`src/hw/rtl/crc10_pkg.sv`:
```
// Constants, types and bit-step function for the CRC10 data PEC unit.
`timescale 1ns / 1ps

package crc10_pkg;

  localparam int unsigned CRC_W     = 10;
  localparam int unsigned BYTE_W    = 8;
  localparam int unsigned CNT_W     = 6;
  localparam int unsigned CNT_SHIFT = CRC_W - CNT_W;
  localparam int unsigned BYTE_STEPS  = 8;
  localparam int unsigned CLOSE_STEPS = 6;

  typedef logic [CRC_W-1:0]  crc_t;
  typedef logic [BYTE_W-1:0] byte_t;
  typedef logic [CNT_W-1:0]  cnt_t;

  localparam crc_t CRC_SEED = 10'h010;
  localparam crc_t CRC_POLY = 10'h08F;

  function automatic crc_t crc_step(input crc_t r);
    crc_t s;
    s = {r[CRC_W-2:0], 1'b0};
    if (r[CRC_W-1]) begin
      s = s ^ CRC_POLY;
    end
    return s;
  endfunction

endpackage

```
`src/hw/rtl/crc10_data_pec_with_counter_unit.sv`:
```
// Top level of the CRC10 data PEC unit with optional command counter fold.
//
// Usage:
//   Input channel: data_byte, last, with_counter, counter_bits with
//   in_valid/in_stall. A transaction takes place at a rising edge with
//   in_valid high and in_stall low. Bytes of one frame follow in order;
//   last marks the final byte, which may fold counter_bits into remainder
//   bits 9..4 when with_counter is set.
//   Output channel: pec_code with out_valid/out_stall, one transaction per
//   frame.
//   The final byte is first taken into the input register; the code of the
//   frame is then held in the result register and shown with out_valid.
//   Throughput: one byte per cycle while in_stall is low; the eight byte
//   bit steps and the six closing steps are unrolled XOR logic between the
//   input register and the remainder and result registers.
//   Stall: the result register holds while out_stall is high; a following
//   non-final byte still advances, and in_stall rises only when a final
//   byte waits behind a stalled result.
//   Reset: rst (synchronous) empties both registers and loads the seed 16
//   into the remainder.
`timescale 1ns / 1ps

module crc10_data_pec_with_counter_unit (
  input  logic                clk,
  input  logic                rst,
  input  logic                in_valid,
  output logic                in_stall,
  input  crc10_pkg::byte_t    data_byte,
  input  logic                last,
  input  logic                with_counter,
  input  crc10_pkg::cnt_t     counter_bits,
  output logic                out_valid,
  input  logic                out_stall,
  output crc10_pkg::crc_t     pec_code
);

  import crc10_pkg::*;

  logic  s1_valid;
  byte_t s1_byte;
  logic  s1_last;
  logic  s1_withc;
  cnt_t  s1_cnt;
  logic  s1_adv;

  crc_t  remainder;
  crc_t  remainder_next;
  crc_t  r_byte;
  crc_t  r_close;
  crc_t  r_fold;

  assign s1_adv   = !s1_last || !out_valid || !out_stall;
  assign in_stall = s1_valid && !s1_adv;

  always_comb begin
    r_byte = remainder ^ {s1_byte, 2'b00};
    for (int i = 0; i < BYTE_STEPS; i++) begin
      r_byte = crc_step(r_byte);
    end
    r_fold = r_byte;
    if (s1_withc) begin
      r_fold = r_byte ^ {s1_cnt, {CNT_SHIFT{1'b0}}};
    end
    r_close = r_fold;
    for (int i = 0; i < CLOSE_STEPS; i++) begin
      r_close = crc_step(r_close);
    end
    remainder_next = remainder;
    if (s1_valid && s1_adv) begin
      remainder_next = s1_last ? CRC_SEED : r_byte;
    end
  end

  always_ff @(posedge clk) begin
    if (rst) begin
      s1_valid <= 1'b0;
    end else if (!in_stall) begin
      s1_valid <= in_valid;
    end
  end

  always_ff @(posedge clk) begin
    if (in_valid && !in_stall) begin
      s1_byte  <= data_byte;
      s1_last  <= last;
      s1_withc <= with_counter;
      s1_cnt   <= counter_bits;
    end
  end

  always_ff @(posedge clk) begin
    if (rst) begin
      remainder <= CRC_SEED;
    end else begin
      remainder <= remainder_next;
    end
  end

  always_ff @(posedge clk) begin
    if (rst) begin
      out_valid <= 1'b0;
    end else if (s1_valid && s1_last && s1_adv) begin
      out_valid <= 1'b1;
    end else if (!out_stall) begin
      out_valid <= 1'b0;
    end
  end

  always_ff @(posedge clk) begin
    if (s1_valid && s1_last && s1_adv) begin
      pec_code <= r_close;
    end
  end

  a_reset_seed: assert property (@(posedge clk)
    rst |=> remainder == CRC_SEED)
    else $error("remainder not seeded after reset");

  a_stall_cause: assert property (@(posedge clk) disable iff (rst)
    in_stall |-> (s1_last && out_valid && out_stall))
    else $error("input stalled without a blocked result");

  a_frame_reseed: assert property (@(posedge clk) disable iff (rst)
    (s1_valid && s1_last && s1_adv) |=> remainder == CRC_SEED)
    else $error("remainder not reseeded at frame end");

  a_result_source: assert property (@(posedge clk) disable iff (rst)
    $rose(out_valid) |-> $past(s1_valid && s1_last))
    else $error("result without a final byte");

endmodule
```
`config.mk`:
```
export PLATFORM = sky130hd
export DESIGN_NAME = crc10_data_pec_with_counter_unit
export DESIGN_NICKNAME = d
export VERILOG_FILES = /design/src/hw/rtl/crc10_pkg.sv /design/src/hw/rtl/crc10_data_pec_with_counter_unit.sv
export SDC_FILE = /design/constraint.sdc
export NUM_CORES = 1
export LEC_CHECK = 0
export ABC_AREA = 1
export BUFFER_PORTS_ARGS = -buffer_cell sky130_fd_sc_hd__buf_2
export CAP_MARGIN = 10
export CORE_MARGIN = 2
export CORE_UTILIZATION = 40
export CTS_BUF_LIST = sky130_fd_sc_hd__clkbuf_4 sky130_fd_sc_hd__clkbuf_8
export CTS_CLUSTER_SIZE = 16
export DETAILED_ROUTE_END_ITERATION = 12
export GPL_ROUTABILITY_DRIVEN = 0
export PLACE_DENSITY_LB_ADDON = 0.12
export SLEW_MARGIN = 20
export SYNTH_ARGS = -nofsm -noshare
export SYNTH_HDL_FRONTEND = slang
export SYNTH_SLANG_ARGS = --single-unit
```
`constraint.sdc`:
```
create_clock -name clk -period 2.6 [get_ports clk]
set_input_delay 0.13 -clock clk [delete_from_list [all_inputs] [get_ports clk]]
set_output_delay 0.13 -clock clk [all_outputs]
set_load 0.05 [all_outputs]
```
==> impl_metrics.csv <==
group,metric,value,unit
status,status,"finished clean",
finish,drive_above_1_share,0.199,
detailed_routing,antenna_left,0,
synthesis,synth_top_area_frac,0.335,
synthesis,synth_cells,332,
detailed_routing,wirelength,4960,um
timing,max_freq,474,MHz
power_and_ir_drop,swShare,0.363,
detailed_routing,vias_per_cell,4.62,
finish,diodes,0,
synthesis,synth_seq_cells,38,
timing,clock_skew,7.90,ps
synthesis,post-synth-top-count-cell,"nand2_1",
synthesis,synth_edf_count,26,
detailed_routing,avgRoutedWirePerCell,11.2,um
placement,dp_slack,514,ps
worst_setup_path,endpoint_kind,"flip-flop",
clocking,numCtsBuffers,5,
timing,setup_viol,0,
synthesis,synth_top_cell_by_area,"edfxtp_1",
power_and_ir_drop,power_density,706,nW/um^2
worst_setup_path,setup.worst_path.start_class,"flip-flop",
power_and_ir_drop,p_leak,1.38,nW
timing,fin_crit,2110,ps
power_and_ir_drop,power_frac_comb,0.353,
synthesis,syn_avg_cell_area,7.01,um^2
placement,place_hpwl,3960,um
timing,hold_slack,10.8,ps
die,die_y,80.3,um
power_and_ir_drop,ir_worst_vdd,0.390,mV
worst_setup_path,arrival,2160,ps
die,row_count,27,
clocking,cts-root-buf,"clkbuf_8",
synthesis,yosys-top-cells-area,"edfxtp_1, nand2_1, dfxtp_1, nand3_1, nand2_2",
grt,antenna_found_initial,0,
detailed_routing,num_vias,2046,
grt,gr-usage-all-layers,0.173,
timing,maxSlewHeadroom,0.511,
timing,rsz0062_at_grt,"no",
detailed_routing,drtPass1Iterations,4,
die,die_x,80.3,um
timing,finalCritPeriodShare,0.812,
flow_run,drv_cap,0,
finish,area_growth,15.6,%
die,io_pins,32,
synthesis,async_flop_share,0,
grt,grt_pass1_wl,8420,um
grt,grt_max_degree,17,
grt,grt_pass1_vias,1865,
hold_path,min_path_type,"primary input to flip-flop",
die,coreArea,5570,um^2
die,dieArea,6450,um^2
power_and_ir_drop,clock_power_share,0.261,
clocking,clock_latency,290,ps
timing,hold_viol,0,
die,start_util,0.418,
power_and_ir_drop,power_switching,690,uW
worst_setup_path,criticalPathCategory,"flip-flop to flip-flop",
detailed_routing,drt_iter0_markers,79,
timing,worstMarginPinSlew,730,ps
finish,nets,390,
detailed_routing,drc,0,
synthesis,synth_nets,352,
synthesis,yosysSeqAreaShare,0.438,
clocking,cts_tree,"built",
synthesis,yosys_warnings,0,
synthesis,netlist_area,2330,um^2
clocking,htreeDepth,2,
timing,setup_tns,0,ps
clocking,cts.sinks,38,
placement,place.port_buffers,31,
timing,drv_slew,0,
synthesis,synth_cell_types,15,
power_and_ir_drop,power_frac_seq,0.386,
clocking,clockBufferDepth,2,
clocking,path_clk_slew,80,ps
synthesis,synth_commonest_cells,"nand2_1, nand3_1, inv_1",
timing,worst_slack,489,ps
worst_setup_path,worstPathMaxFanout,4,
worst_setup_path,cp.required,2650,ps
synthesis,synth_ff_type,"edfxtp_1",
grt,overflow,0,
power_and_ir_drop,p_int,1.21,mW
-- placed cells by master, fill, tap and decap left out, types with 2 or more instances in the layout --
| cell type | synthesis | final |
|---|---|---|
| a21oi_1 | 11 | 11 |
| inv_2 | 5 | 5 |
| nand3_2 | 5 | 5 |
| clkbuf_8 | 0 | 5 |
| nand2_4 | 2 | 2 |
| nand2_1 | 166 | 166 |
| nand2_2 | 21 | 21 |
| clkinv_2 | 0 | 2 |
| xnor2_1 | 6 | 6 |
| buf_2 | 0 | 31 |
| nor2_1 | 3 | 3 |
| nand3_1 | 35 | 35 |
| xor2_1 | 3 | 3 |
| inv_1 | 34 | 34 |
| dfxtp_1 | 12 | 12 |
| edfxtp_1 | 26 | 26 |
-- critical path, stage by stage, from the launching register on --
cell	delay, ps
edfxtp_1	430
inv_1	90
nand2_1	80
nand2_2	120
nand2_1	90
nand2_2	110
nand2_1	70
nand2_2	100
nand2_2	70
nand2_2	120
nand2_2	70
nand2_2	70
nand2_2	60
nand2_2	80
nand2_2	50
nand2_2	80
inv_2	60
nand2_1	50
nand2_1	50
-- registers in the layout, summed over array words and instances, names as in the netlist --
register,flops
s1_last,1
pec_code,10
s1_withc,1
remainder,10
s1_cnt,6
out_valid,1
s1_byte,8
s1_valid,1
-- per-layer routing --
layer  global-route usage  up-vias  wire length (um)
li1                     -     1116                 -
met1                0.223      868              2350
met2                0.290       51              2360
met3               0.0348       11               166
met4               0.0593        0                94
met5                    0        -                 0
-- power groups by stage --
| stage | combinational, mW | clock, mW | sequential (mW) |
|---|---|---|---|
| finish | 0.671 | 0.496 | 0.734 |
| global route | 0.774 | 0.534 | 0.738 |
| CTS | 0.672 | 0.511 | 0.734 |
| detailed placement | 0.669 | 0 | 0.748 |
| global placement | 0.664 | 0 | 0.746 |
| floorplan | 0.481 | 0 | 0.802 |
-- cells by family (layout without fill, tap and decap cells) --
logic type	count (synthesis)	count (layout)	synth area share
AND/OR/NAND/NOR	232	232	0.435
flip-flops	38	38	0.438
AO/OA/AOI/OAI	11	11	0.0236
XOR/XNOR	9	9	0.0339
buffers and inverters	42	81	0.0688
-- final timing paths --
check                    start      endpoint  slack, ps  depth (start not counted)
hold reg to reg   remainder[3]  remainder[3]        490                          2
setup reg to reg    s1_byte[7]   pec_code[7]        490                         18
setup / recovery    s1_byte[7]   pec_code[7]        490                         18
hold / removal    data_byte[6]    s1_byte[6]         10                          1
-- through the flow --
step / std cells / power, mW / instance area [um^2] / util
3_3_place_gp: 434 / 1.41 / 2570 / 0.462
4_1_cts: 443 / 1.92 / 2690 / 0.483
6_report: 443 / 1.90 / 2690 / 0.483
3_5_place_dp: 434 / 1.42 / 2570 / 0.462
5_1_grt: 443 / 2.05 / 2690 / 0.483
2_1_floorplan: 332 / 1.28 / 2330 / -
-- timing repair --
action                                  CTS  global route
gates resized for setup                   0             0
endpoints found under the hold margin     1             0
setup buffers                             0             0
hold buffers                              1             0
endpoints found under the setup margin    0             0
-- area by class of cell --
class	instances	area [um^2]
Clock buffer	5	68.8
Clock inverter	3	40.0
Timing Repair Buffer	33	173
Inverter	40	153
Multi-Input combinational cell	252	1150
Tap cell	72	90.1
Sequential cell	38	1020
Fill cell	557	2880
No activity file was read; power rests on OpenSTA's default activity.
